File: config.mk
export PLATFORM = sky130hd
export DESIGN_NAME = gzip_zlib_container_deframer_flat
export DESIGN_NICKNAME = d
export VERILOG_FILES = /design/src/rtl/gzd_pkg.sv /design/src/rtl/gzd_if.sv /design/src/rtl/gzd_parser.sv /design/src/rtl/gzd_res_fifo.sv /design/src/rtl/gzip_zlib_container_deframer.sv /design/src/flat_wrapper.sv
export SDC_FILE = /design/constraint.sdc
export NUM_CORES = 1
export LEC_CHECK = 0
export BUFFER_PORTS_ARGS = -buffer_cell sky130_fd_sc_hd__clkbuf_2
export CAP_MARGIN = 40
export CORE_UTILIZATION = 40
export CTS_CLUSTER_DIAMETER = 80
export DETAILED_ROUTE_END_ITERATION = 12
export GPL_TIMING_DRIVEN = 0
export SLEW_MARGIN = 20
export SYNTH_ARGS = -nofsm -noshare
export SYNTH_HDL_FRONTEND = slang
export SYNTH_SLANG_ARGS = --single-unit
File: constraint.sdc
create_clock -name i_clk -period 10.89 [get_ports i_clk]
set_input_delay 0.5445 -clock i_clk [delete_from_list [all_inputs] [get_ports i_clk]]
set_output_delay 0.5445 -clock i_clk [all_outputs]
set_load 0.1 [all_outputs]
File: src/rtl/gzd_pkg.sv
package gzd_pkg;

    // Coding modes held in the configuration register
    localparam logic [1:0] ModeIdentity = 2'd0;
    localparam logic [1:0] ModeGzip     = 2'd1;
    localparam logic [1:0] ModeDeflate  = 2'd2;

    // Result kinds
    localparam logic KindPayload = 1'b0;
    localparam logic KindStatus  = 1'b1;

    // End status codes
    localparam logic [1:0] StOk     = 2'd0;
    localparam logic [1:0] StBadHdr = 2'd1;
    localparam logic [1:0] StTrunc  = 2'd2;
    localparam logic [1:0] StHcrc   = 2'd3;

    // Trailer check kinds
    localparam logic [1:0] CkNone  = 2'd0;
    localparam logic [1:0] CkCrc32 = 2'd1;
    localparam logic [1:0] CkAdler = 2'd2;

    // Container constants
    localparam logic [31:0] CrcPoly    = 32'hEDB88320;
    localparam logic [31:0] CrcInit    = 32'hFFFFFFFF;
    localparam logic [7:0]  GzMagic0   = 8'h1F;
    localparam logic [7:0]  GzMagic1   = 8'h8B;
    localparam logic [7:0]  GzMethod   = 8'h08;
    localparam logic [7:0]  GzFlgRsvd  = 8'hE0;
    localparam logic [3:0]  GzFixedEnd = 4'd9;
    localparam logic [4:0]  GzMinBytes = 5'd18;
    localparam logic [3:0]  GzTrailer  = 4'd8;
    localparam logic [3:0]  ZlTrailer  = 4'd4;
    localparam logic [3:0]  ZlMethod   = 4'd8;
    localparam logic [3:0]  ZlMaxWin   = 4'd7;

    // Result queue sizing
    localparam int ResMax    = 3;
    localparam int FifoDepth = 4;

    typedef enum logic [14:0] {
        PH_START      = 15'h0001,
        PH_GZ_FIXED   = 15'h0002,
        PH_GZ_XLEN0   = 15'h0004,
        PH_GZ_XLEN1   = 15'h0008,
        PH_GZ_EXTRA   = 15'h0010,
        PH_GZ_NAME    = 15'h0020,
        PH_GZ_COMMENT = 15'h0040,
        PH_GZ_HCRC0   = 15'h0080,
        PH_GZ_HCRC1   = 15'h0100,
        PH_GZ_BODY    = 15'h0200,
        PH_DISCARD    = 15'h0400,
        PH_ZL_SECOND  = 15'h0800,
        PH_ZL_BODY    = 15'h1000,
        PH_RAW        = 15'h2000,
        PH_IDENT      = 15'h4000
    } t_phase;

    typedef struct packed {
        logic        result_kind;
        logic [7:0]  payload_byte;
        logic [1:0]  status;
        logic [1:0]  check_kind;
        logic [31:0] expected_check;
        logic [31:0] expected_size;
        logic        final_result;
    } t_result;

    typedef struct packed {
        logic [1:0]              cnt;
        t_result [ResMax-1:0]    res;
    } t_push;

endpackage

File: src/rtl/gzd_if.sv
interface gzd_in_if;
    import gzd_pkg::*;

    logic       valid;
    logic       ready;
    logic [7:0] data_byte;
    logic       last_byte;

    modport source (output valid, output data_byte, output last_byte, input ready);
    modport sink   (input valid, input data_byte, input last_byte, output ready);
endinterface

interface gzd_out_if;
    import gzd_pkg::*;

    logic        valid;
    logic        ready;
    logic        result_kind;
    logic [7:0]  payload_byte;
    logic [1:0]  status;
    logic [1:0]  check_kind;
    logic [31:0] expected_check;
    logic [31:0] expected_size;
    logic        final_result;

    modport source (
        output valid, output result_kind, output payload_byte, output status,
        output check_kind, output expected_check, output expected_size,
        output final_result, input ready
    );
    modport sink (
        input valid, input result_kind, input payload_byte, input status,
        input check_kind, input expected_check, input expected_size,
        input final_result, output ready
    );
endinterface

File: src/rtl/gzd_parser.sv
module gzd_parser
    import gzd_pkg::*;
(
    input  logic       i_clk,
    input  logic       i_rst_n,
    input  logic       i_cfg_we,
    input  logic [1:0] i_cfg_wdata,
    input  logic       i_fire,
    input  logic [7:0] i_byte,
    input  logic       i_last,
    output t_push      o_push
);

    logic [1:0]  r_mode;
    t_phase      r_phase,  n_phase;
    logic [3:0]  r_hidx,   n_hidx;
    logic [7:0]  r_flags,  n_flags;
    logic [15:0] r_xrem,   n_xrem;
    logic [31:0] r_crc,    n_crc;
    logic [7:0]  r_hlow,   n_hlow;
    logic [7:0]  r_held,   n_held;
    logic [7:0]  r_dly [8];
    logic [7:0]  n_dly [8];
    logic [3:0]  r_fill,   n_fill;
    logic [4:0]  r_total,  n_total;
    logic [1:0]  r_err,    n_err;

    t_phase      ph;
    logic        skip;
    logic        bad;
    logic [15:0] xlen;
    logic [3:0]  dep;
    logic [1:0]  res_cnt;
    t_result     res [ResMax];

    function automatic logic [31:0] crc_byte(input logic [31:0] crc_in, input logic [7:0] b);
        logic [31:0] c;
        c = crc_in ^ {24'd0, b};
        for (int k = 0; k < 8; k++) begin
            c = (c >> 1) ^ (CrcPoly & {32{c[0]}});
        end
        return c;
    endfunction

    // Next header phase once the given optional field has been passed.
    function automatic t_phase gz_adv(input logic [1:0] level, input logic [7:0] flags);
        t_phase p;
        if (level < 2'd1 && flags[2]) begin
            p = PH_GZ_XLEN0;
        end else if (level < 2'd2 && flags[3]) begin
            p = PH_GZ_NAME;
        end else if (level < 2'd3 && flags[4]) begin
            p = PH_GZ_COMMENT;
        end else if (flags[1]) begin
            p = PH_GZ_HCRC0;
        end else begin
            p = PH_GZ_BODY;
        end
        return p;
    endfunction

    // Since 32 is one more than 31, summing 5-bit digits preserves the residue.
    function automatic logic div31(input logic [15:0] v);
        logic [6:0] s1;
        logic [5:0] s2;
        logic [5:0] s3;
        s1 = 7'(v[4:0]) + 7'(v[9:5]) + 7'(v[14:10]) + 7'(v[15]);
        s2 = 6'(s1[4:0]) + 6'(s1[6:5]);
        s3 = 6'(s2[4:0]) + 6'(s2[5]);
        return (s3 == 6'd0) || (s3 == 6'd31);
    endfunction

    function automatic t_result mk_pay(input logic [7:0] b);
        t_result r;
        r = '0;
        r.result_kind  = KindPayload;
        r.payload_byte = b;
        return r;
    endfunction

    function automatic t_result mk_end(input logic [1:0] st, input logic [1:0] ck,
                                       input logic [31:0] chk, input logic [31:0] sz);
        t_result r;
        r = '0;
        r.result_kind    = KindStatus;
        r.status         = st;
        r.check_kind     = ck;
        r.expected_check = chk;
        r.expected_size  = sz;
        r.final_result   = 1'b1;
        return r;
    endfunction

    always_comb begin
        n_phase = r_phase;
        n_hidx  = r_hidx;
        n_flags = r_flags;
        n_xrem  = r_xrem;
        n_crc   = r_crc;
        n_hlow  = r_hlow;
        n_held  = r_held;
        n_dly   = r_dly;
        n_fill  = r_fill;
        n_err   = r_err;
        n_total = (r_total < GzMinBytes) ? r_total + 5'd1 : r_total;
        res_cnt = 2'd0;
        for (int i = 0; i < ResMax; i++) begin
            res[i] = '0;
        end
        skip = 1'b0;
        bad  = 1'b0;
        xlen = '0;
        dep  = GzTrailer;
        ph   = r_phase;

        if (r_phase == PH_START) begin
            if (r_mode == ModeGzip) begin
                ph = PH_GZ_FIXED;
            end else if (r_mode == ModeDeflate) begin
                n_held = i_byte;
                ph     = PH_ZL_SECOND;
                skip   = 1'b1;
            end else begin
                ph = PH_IDENT;
            end
        end
        n_phase = ph;

        if (!skip) begin
            case (ph)
                PH_IDENT, PH_RAW: begin
                    res[res_cnt] = mk_pay(i_byte);
                    res_cnt      = res_cnt + 2'd1;
                end
                PH_GZ_BODY, PH_ZL_BODY: begin
                    dep = (ph == PH_GZ_BODY) ? GzTrailer : ZlTrailer;
                    if (r_fill >= dep) begin
                        // Delay line full: the oldest byte is payload, the rest may be trailer.
                        res[res_cnt] = mk_pay(r_dly[0]);
                        res_cnt      = res_cnt + 2'd1;
                        for (int i = 0; i < 7; i++) begin
                            if (4'(i) < dep - 4'd1) begin
                                n_dly[i] = r_dly[i+1];
                            end
                        end
                        n_dly[3'(dep - 4'd1)] = i_byte;
                    end else begin
                        n_dly[r_fill[2:0]] = i_byte;
                        n_fill             = r_fill + 4'd1;
                    end
                end
                PH_ZL_SECOND: begin
                    if (r_held[3:0] == ZlMethod && r_held[7:4] <= ZlMaxWin && !i_byte[5]
                        && div31({r_held, i_byte})) begin
                        n_phase = PH_ZL_BODY;
                        n_fill  = 4'd0;
                    end else begin
                        res[0]  = mk_pay(r_held);
                        res[1]  = mk_pay(i_byte);
                        res_cnt = 2'd2;
                        n_phase = PH_RAW;
                    end
                end
                PH_GZ_FIXED: begin
                    n_crc = crc_byte(r_crc, i_byte);
                    bad   = (r_hidx == 4'd0 && i_byte != GzMagic0)
                         || (r_hidx == 4'd1 && i_byte != GzMagic1)
                         || (r_hidx == 4'd2 && i_byte != GzMethod)
                         || (r_hidx == 4'd3 && (i_byte & GzFlgRsvd) != 8'd0);
                    if (bad) begin
                        n_err   = StBadHdr;
                        n_phase = PH_DISCARD;
                    end else begin
                        if (r_hidx == 4'd3) begin
                            n_flags = i_byte;
                        end
                        if (r_hidx >= GzFixedEnd) begin
                            n_phase = gz_adv(2'd0, n_flags);
                        end else begin
                            n_hidx = r_hidx + 4'd1;
                        end
                    end
                end
                PH_GZ_XLEN0: begin
                    n_crc   = crc_byte(r_crc, i_byte);
                    n_xrem  = {8'd0, i_byte};
                    n_phase = PH_GZ_XLEN1;
                end
                PH_GZ_XLEN1: begin
                    n_crc   = crc_byte(r_crc, i_byte);
                    xlen    = {i_byte, r_xrem[7:0]};
                    n_xrem  = xlen;
                    n_phase = (xlen == 16'd0) ? gz_adv(2'd1, r_flags) : PH_GZ_EXTRA;
                end
                PH_GZ_EXTRA: begin
                    n_crc  = crc_byte(r_crc, i_byte);
                    n_xrem = r_xrem - 16'd1;
                    if (r_xrem == 16'd1) begin
                        n_phase = gz_adv(2'd1, r_flags);
                    end
                end
                PH_GZ_NAME: begin
                    n_crc = crc_byte(r_crc, i_byte);
                    if (i_byte == 8'd0) begin
                        n_phase = gz_adv(2'd2, r_flags);
                    end
                end
                PH_GZ_COMMENT: begin
                    n_crc = crc_byte(r_crc, i_byte);
                    if (i_byte == 8'd0) begin
                        n_phase = gz_adv(2'd3, r_flags);
                    end
                end
                PH_GZ_HCRC0: begin
                    n_hlow  = i_byte;
                    n_phase = PH_GZ_HCRC1;
                end
                PH_GZ_HCRC1: begin
                    if ({i_byte, r_hlow} != ~r_crc[15:0]) begin
                        n_err   = StHcrc;
                        n_phase = PH_DISCARD;
                    end else begin
                        n_phase = PH_GZ_BODY;
                    end
                end
                default: begin
                end
            endcase
        end

        if (i_last) begin
            if (n_phase == PH_ZL_SECOND) begin
                // A lone first byte cannot be a zlib header, so it is raw deflate.
                res[res_cnt] = mk_pay(n_held);
                res_cnt      = res_cnt + 2'd1;
                res[res_cnt] = mk_end(StOk, CkNone, 32'd0, 32'd0);
                res_cnt      = res_cnt + 2'd1;
            end else if (n_phase == PH_ZL_BODY) begin
                if (n_fill < ZlTrailer) begin
                    res[res_cnt] = mk_end(StTrunc, CkNone, 32'd0, 32'd0);
                end else begin
                    res[res_cnt] = mk_end(StOk, CkAdler,
                                          {n_dly[0], n_dly[1], n_dly[2], n_dly[3]}, 32'd0);
                end
                res_cnt = res_cnt + 2'd1;
            end else if (n_phase == PH_IDENT || n_phase == PH_RAW) begin
                res[res_cnt] = mk_end(StOk, CkNone, 32'd0, 32'd0);
                res_cnt      = res_cnt + 2'd1;
            end else begin
                if (n_total < GzMinBytes || (n_err == StOk
                    && !(n_phase == PH_GZ_BODY && n_fill >= GzTrailer))) begin
                    res[res_cnt] = mk_end(StTrunc, CkNone, 32'd0, 32'd0);
                end else if (n_err != StOk) begin
                    res[res_cnt] = mk_end(n_err, CkNone, 32'd0, 32'd0);
                end else begin
                    res[res_cnt] = mk_end(StOk, CkCrc32,
                                          {n_dly[3], n_dly[2], n_dly[1], n_dly[0]},
                                          {n_dly[7], n_dly[6], n_dly[5], n_dly[4]});
                end
                res_cnt = res_cnt + 2'd1;
            end
            // The next body starts from a clean parser.
            n_phase = PH_START;
            n_hidx  = '0;
            n_flags = '0;
            n_xrem  = '0;
            n_crc   = CrcInit;
            n_hlow  = '0;
            n_held  = '0;
            n_fill  = '0;
            n_total = '0;
            n_err   = StOk;
        end

        // Results reach the queue only for an item that is actually parsed.
        o_push.cnt = i_fire ? res_cnt : 2'd0;
        for (int i = 0; i < ResMax; i++) begin
            o_push.res[i] = res[i];
        end
    end

    always_ff @(posedge i_clk) begin
        if (!i_rst_n || i_cfg_we) begin
            if (!i_rst_n) begin
                r_mode <= ModeGzip;
            end else begin
                r_mode <= i_cfg_wdata;
            end
            r_phase <= PH_START;
            r_hidx  <= '0;
            r_flags <= '0;
            r_xrem  <= '0;
            r_crc   <= CrcInit;
            r_hlow  <= '0;
            r_held  <= '0;
            r_fill  <= '0;
            r_total <= '0;
            r_err   <= StOk;
        end else if (i_fire) begin
            r_phase <= n_phase;
            r_hidx  <= n_hidx;
            r_flags <= n_flags;
            r_xrem  <= n_xrem;
            r_crc   <= n_crc;
            r_hlow  <= n_hlow;
            r_held  <= n_held;
            r_fill  <= n_fill;
            r_total <= n_total;
            r_err   <= n_err;
        end
    end

    always_ff @(posedge i_clk) begin
        if (i_fire) begin
            r_dly <= n_dly;
        end
    end

`ifndef NO_ASSERTIONS
    a_last_restarts: assert property (@(posedge i_clk) disable iff (!i_rst_n)
        i_fire && i_last |=> r_phase == PH_START)
        else $error("parser did not restart after the last item of a body");

    a_last_ends: assert property (@(posedge i_clk) disable iff (!i_rst_n)
        i_fire && i_last |-> o_push.cnt != 2'd0
            && o_push.res[o_push.cnt - 2'd1].final_result)
        else $error("last item of a body gave no end status");
`endif

endmodule

File: src/rtl/gzd_res_fifo.sv
module gzd_res_fifo
    import gzd_pkg::*;
(
    input  logic    i_clk,
    input  logic    i_rst_n,
    input  t_push   i_push,
    input  logic    i_pop,
    output logic    o_valid,
    output t_result o_head,
    output logic    o_room
);

    t_result    r_mem [FifoDepth];
    logic [1:0] r_wptr;
    logic [1:0] r_rptr;
    logic [2:0] r_count;
    logic [2:0] after_pop;

    assign o_valid   = (r_count != 3'd0);
    assign o_head    = r_mem[r_rptr];
    assign after_pop = r_count - {2'd0, i_pop};
    // Room for the worst case of one item: three results.
    assign o_room    = (after_pop <= 3'(FifoDepth - ResMax));

    always_ff @(posedge i_clk) begin
        for (int k = 0; k < ResMax; k++) begin
            if (2'(k) < i_push.cnt) begin
                r_mem[r_wptr + 2'(k)] <= i_push.res[k];
            end
        end
    end

    always_ff @(posedge i_clk) begin
        if (!i_rst_n) begin
            r_wptr  <= '0;
            r_rptr  <= '0;
            r_count <= '0;
        end else begin
            r_wptr  <= r_wptr + i_push.cnt;
            r_rptr  <= r_rptr + {1'b0, i_pop};
            r_count <= after_pop + {1'b0, i_push.cnt};
        end
    end

`ifndef NO_ASSERTIONS
    a_no_overflow: assert property (@(posedge i_clk) disable iff (!i_rst_n)
        ({1'b0, after_pop} + {2'b0, i_push.cnt}) <= 4'(FifoDepth))
        else $error("result queue overflow");

    a_no_underflow: assert property (@(posedge i_clk) disable iff (!i_rst_n)
        i_pop |-> r_count != 3'd0)
        else $error("result queue popped while empty");
`endif

endmodule

File: src/rtl/gzip_zlib_container_deframer.sv
// Timing: an item is registered at acceptance and parsed once the result queue has room;
// its results are then written into the queue and offered from the queue head.
// Throughput: one item per cycle while items yield at most one result each and the
// receiver takes each result; the four-entry result queue must have room for three results before an item is parsed.
// Reset (i_rst_n, synchronous, active low) selects gzip mode and restarts the parser;
// a configuration write restarts it as well.
module gzip_zlib_container_deframer
    import gzd_pkg::*;
(
    input  logic       i_clk,
    input  logic       i_rst_n,
    gzd_in_if.sink     i_in,
    gzd_out_if.source  o_out,
    input  logic       i_cfg_we,
    input  logic [1:0] i_cfg_wdata
);

    logic       r_in_vld;
    logic [7:0] r_in_byte;
    logic       r_in_last;
    logic       fire;
    logic       room;
    logic       pop;
    t_push      push;
    t_result    head;

    assign fire       = r_in_vld && room;
    assign i_in.ready = !r_in_vld || fire;
    assign pop        = o_out.valid && o_out.ready;

    always_ff @(posedge i_clk) begin
        if (!i_rst_n) begin
            r_in_vld <= 1'b0;
        end else if (i_in.valid && i_in.ready) begin
            r_in_vld <= 1'b1;
        end else if (fire) begin
            r_in_vld <= 1'b0;
        end
    end

    always_ff @(posedge i_clk) begin
        if (i_in.valid && i_in.ready) begin
            r_in_byte <= i_in.data_byte;
            r_in_last <= i_in.last_byte;
        end
    end

    gzd_parser u_parser (
        .i_clk       (i_clk),
        .i_rst_n     (i_rst_n),
        .i_cfg_we    (i_cfg_we),
        .i_cfg_wdata (i_cfg_wdata),
        .i_fire      (fire),
        .i_byte      (r_in_byte),
        .i_last      (r_in_last),
        .o_push      (push)
    );

    gzd_res_fifo u_fifo (
        .i_clk   (i_clk),
        .i_rst_n (i_rst_n),
        .i_push  (push),
        .i_pop   (pop),
        .o_valid (o_out.valid),
        .o_head  (head),
        .o_room  (room)
    );

    assign o_out.result_kind    = head.result_kind;
    assign o_out.payload_byte   = head.payload_byte;
    assign o_out.status         = head.status;
    assign o_out.check_kind     = head.check_kind;
    assign o_out.expected_check = head.expected_check;
    assign o_out.expected_size  = head.expected_size;
    assign o_out.final_result   = head.final_result;

endmodule

File: src/flat_wrapper.sv
// flat-port wrapper written by rule: the top's interface ports become plain ports
module gzip_zlib_container_deframer_flat import gzd_pkg::*;
  (i_clk, i_rst_n, i_cfg_we, i_cfg_wdata, i_in_valid, i_in_data_byte, i_in_last_byte, i_in_ready, o_out_valid, o_out_result_kind, o_out_payload_byte, o_out_status, o_out_check_kind, o_out_expected_check, o_out_expected_size, o_out_final_result, o_out_ready);
  gzd_in_if i_in_i ();
  gzd_out_if o_out_i ();
  input  logic i_clk;
  input  logic i_rst_n;
  input  logic i_cfg_we;
  input  logic [1:0] i_cfg_wdata;
  input wire logic [$bits(i_in_i.valid)-1:0] i_in_valid;
  input wire logic [$bits(i_in_i.data_byte)-1:0] i_in_data_byte;
  input wire logic [$bits(i_in_i.last_byte)-1:0] i_in_last_byte;
  output wire logic [$bits(i_in_i.ready)-1:0] i_in_ready;
  output wire logic [$bits(o_out_i.valid)-1:0] o_out_valid;
  output wire logic [$bits(o_out_i.result_kind)-1:0] o_out_result_kind;
  output wire logic [$bits(o_out_i.payload_byte)-1:0] o_out_payload_byte;
  output wire logic [$bits(o_out_i.status)-1:0] o_out_status;
  output wire logic [$bits(o_out_i.check_kind)-1:0] o_out_check_kind;
  output wire logic [$bits(o_out_i.expected_check)-1:0] o_out_expected_check;
  output wire logic [$bits(o_out_i.expected_size)-1:0] o_out_expected_size;
  output wire logic [$bits(o_out_i.final_result)-1:0] o_out_final_result;
  input wire logic [$bits(o_out_i.ready)-1:0] o_out_ready;
  assign i_in_i.valid = i_in_valid;
  assign i_in_i.data_byte = i_in_data_byte;
  assign i_in_i.last_byte = i_in_last_byte;
  assign i_in_ready = i_in_i.ready;
  assign o_out_valid = o_out_i.valid;
  assign o_out_result_kind = o_out_i.result_kind;
  assign o_out_payload_byte = o_out_i.payload_byte;
  assign o_out_status = o_out_i.status;
  assign o_out_check_kind = o_out_i.check_kind;
  assign o_out_expected_check = o_out_i.expected_check;
  assign o_out_expected_size = o_out_i.expected_size;
  assign o_out_final_result = o_out_i.final_result;
  assign o_out_i.ready = o_out_ready;
  gzip_zlib_container_deframer u_core (.i_clk(i_clk), .i_rst_n(i_rst_n), .i_in(i_in_i), .o_out(o_out_i), .i_cfg_we(i_cfg_we), .i_cfg_wdata(i_cfg_wdata));
endmodule
==> impl_metrics.tcl <==
set metrics [dict create \
    first_pass_iters 7 \
    route.detailed.wl_per_inst_um 28.2 \
    slew_headroom_pct 31.4 \
    worst-path-max-fanout 19 \
    drive_above_1_share_pct 21.2 \
    setup_viol 0 \
    clkSlewWorstSetupHoldPaths_ps 60 \
    cts.htree.levels 2 \
    critPathSlowestCell "sky130_fd_sc_hd__a21oi_4" \
    synth.top_cells.by_area "sky130_fd_sc_hd__edfxtp_1 36%, sky130_fd_sc_hd__mux2i_1 8.6%, sky130_fd_sc_hd__dfxtp_1 6.7%" \
    vdd.ir_drop.worst_mv 0.162 \
    first_global_vias 26002 \
    ys_dominant_reg_cell "sky130_fd_sc_hd__edfxtp_1" \
    static-leakage-power_nw 13.6 \
    regToRegEndpoint "u_core.u_fifo.r_mem[0][41]" \
    dpl.cell_count 4036 \
    worst_path_most_repeated_cell "sky130_fd_sc_hd__ha_1" \
    cts_hold_repair.buffers 0 \
    worst_setup_path_endpoint "u_core.u_fifo.r_mem[0][41]" \
    final_max_slew_viol_count 0 \
    synth.cell_area_sq_um 31800 \
    fp.dieArea_sq_um 80500 \
    timing.reg2reg.worst_path_depth 33 \
    synth-edff-count 383 \
    gr-usage-all-layers_pct 28.4 \
    worst_pin_slew_ps 1030 \
    fp.dieH_um 284 \
    tritoncts.num_buffers 56 \
    post_synthesis_net_count 2905 \
    seq_area_frac_synth_pct 42.9 \
    clk_latency_ps 660 \
    critPathLaunch "u_core.u_parser.r_held[2]" \
    place_hpwl_um 87600 \
    outcome "finished clean" \
    synth_warnings 0 \
    drt_wl_total_um 117000 \
    max_cap_viol_count 0 \
    cp.arrival_ps 9320 \
    numClockSinks 489 \
    power_density_nw_per_um2 216 \
    synth.largest_area_cell "sky130_fd_sc_hd__edfxtp_1" \
    drc 0 \
    gp_congestion 0.957 \
    synthCells 2847 \
    ys_types 110 \
    synthesis.area_per_instance_sq_um 11.2 \
    layout_worst_path_cycle_share_pct 82.3 \
    flip_flop_and_latch_count_after_synthesis 489 \
    synthToLayoutAreaGrowth_pct 14.3 \
    yosysTopAreaCellShare_pct 36.2 \
    antennaDiodeCount 0 \
    number_of_nets_in_the_final_layout 3128 \
    final_period_minus_worst_setup_slack_ps 8960 \
    clock-root-buffer "sky130_fd_sc_hd__clkbuf_16" \
    largest_net_degree_at_the_start_of_global_routing 40 \
    grt_antenna_before_repair 0 \
    start_util_pct 40.7 \
    cp_slowest_stage_delay_ps 580 \
    grt_pass1_wl_um 173000 \
    setup_repair_after_global_routing_missed_its_margin "false" \
    dominant_cell_by_count_in_the_synthesized_netlist "sky130_fd_sc_hd__edfxtp_1" \
    route.detailed.vias_per_inst 6.36 \
    drt_iter0_markers 3083 \
    grt-ovfl-total 0 \
    achievable-frequency_mhz 112 \
    async_reset_ff_share_pct 0 \
    die_x_um 284 \
    detailroute.via_count 26452 \
    worstReg2RegStart "u_core.u_parser.r_held[2]" \
    critPathRequiredTime_ps 11250 \
    netlist_top_cells_count "383 x sky130_fd_sc_hd__edfxtp_1, 273 x sky130_fd_sc_hd__mux2i_1, 225 x sky130_fd_sc_hd__nor2_1" \
    critical_path_end_type "register" \
    cts_setup_buffers 0 \
    critPathKind "register to register" \
    ant_nets 0 \
    ff2ff_setup_slack_ps 1930 \
    finalClockSkew_ps 59.6 \
    layoutNonFillerInstCount 4157 \
    hold_viol_final 0 \
    critical_path.startpoint_type "register" \
    port_buffers 95 \
    cts_buffer_depth 3 \
    tritoncts "yes" \
    design_power_total_w 0.00783 \
    pin_count 96 \
    timing.hold.ws_ps 64.5 \
    std_cell_rows 102 \
    postCtsResizedCells 0 \
    hold_class "input pin to register" \
    fp.coreArea_sq_um 78000 \
]
## through the flow
step	worst slack, ps	utilization, %	TNS, ps	instance area (sq um)
global route	1490	46.5	0	36300
floorplan	761	-	0	31800
global placement	-4260	43.0	-656230	33500
CTS	1970	46.4	0	36200
detailed placement	1990	44.1	0	34400
finish	1930	46.5	0	36300
## logic make-up (layout without fill, tap and decap cells)
logic type	count (synthesis)	count (layout)	synth area share [%]
and+or+nand+nor	750	750	12.1
AOI/OAI and AO/OA	740	740	19.6
DFF	489	489	42.9
muxes	367	367	14.7
buffers and inverters	338	608	5.52
xor gates and xnor gates	119	119	3.32
adders and majority gates	44	44	1.91
## worst max-delay path: cells and delay by family, from the launching register on
kind	cells	cell delay, ps
simple gates	9	1680
compound gates	8	2140
flops	1	570
xor+xnor	2	250
fa+ha+maj	7	2340
buf+inv	7	1650
## layout by cell type (no fill, tap or decap), drive strengths merged, types with 13 or more instances in the layout
cell type / instances
or4: 45
and2: 17
o211ai: 13
nor3: 74
nand2b: 17
o21ai: 110
nor4b: 14
dfxtp: 106
mux4: 77
xor2: 38
clkinv: 24
edfxtp: 383
o32ai: 40
nand4: 37
buf: 181
a211oi: 195
o22ai: 50
nand3: 44
a31oi: 16
inv: 69
nor4: 24
mux2i: 277
o311ai: 36
clkbuf: 325
xnor2: 80
nor2: 229
mux2: 13
ha: 34
o22a: 28
a22oi: 66
a21o: 14
a21oi: 88
nand2: 190
## report_power, final
part	total [W]	internal [W]	leakage [nW]	switching, W
Sequential	0.00234	0.00226	4.35	0.0000793
Combinational	0.00360	0.000855	8.40	0.00274
Clock	0.00190	0.00105	0.877	0.000845
Total	0.00783	0.00416	13.6	0.00366
## registers in the layout (all words and copies together) (netlist names)
| name | count |
|---|---|
| u_core.u_parser.r_mode | 2 |
| u_core.u_parser.r_err | 2 |
| u_core.u_parser.r_crc | 32 |
| u_core.r_in_last | 1 |
| u_core.r_in_vld | 1 |
| u_core.u_fifo.r_count | 3 |
| u_core.u_fifo.r_rptr | 2 |
| u_core.u_parser.r_phase | 15 |
| u_core.u_fifo.r_wptr | 2 |
| u_core.u_parser.r_fill | 4 |
| u_core.u_parser.r_total | 5 |
| u_core.u_parser.r_hlow | 8 |
| u_core.r_in_byte | 8 |
| u_core.u_parser.r_flags | 4 |
| u_core.u_parser.r_held | 8 |
| u_core.u_parser.r_hidx | 4 |
| u_core.u_parser.r_dly | 64 |
| u_core.u_fifo.r_mem | 308 |
| u_core.u_parser.r_xrem | 16 |
## routing by layer
metal,wire [um],vias up,track usage [%]
met2,53700,1399,45.5
met5,0,-,0
met4,4230,0,9.70
met1,49300,13243,38.6
met3,10200,251,4.83
li1,-,11559,-
## worst min-delay path by stage
stage / start / end / slack (ps) / cells after the start
after detailed placement: u_core.u_parser.r_xrem[12] / u_core.u_parser.r_xrem[12] / 490 / 2
after CTS: i_in_data_byte[5] / u_core.r_in_byte[5] / 40 / 1
after global placement: u_core.u_parser.r_xrem[12] / u_core.u_parser.r_xrem[12] / 490 / 2
after floorplan: u_core.u_parser.r_xrem[12] / u_core.u_parser.r_xrem[12] / 460 / 2
final: i_in_data_byte[5] / u_core.r_in_byte[5] / 60 / 1
after global routing: i_in_data_byte[5] / u_core.r_in_byte[5] / 40 / 1
## final cells by class
type                       count  area, sq um
sequential                   489        13600
clock buffer                  71         1500
tap                         1040         1300
timing repair buffer         165         1340
inverter                      68          255
clock inverter                34          322
fill                        7191        41700
multi-input combinational   2020        16400
buffer                       270         1510
Power figures use the tool's default switching activity.
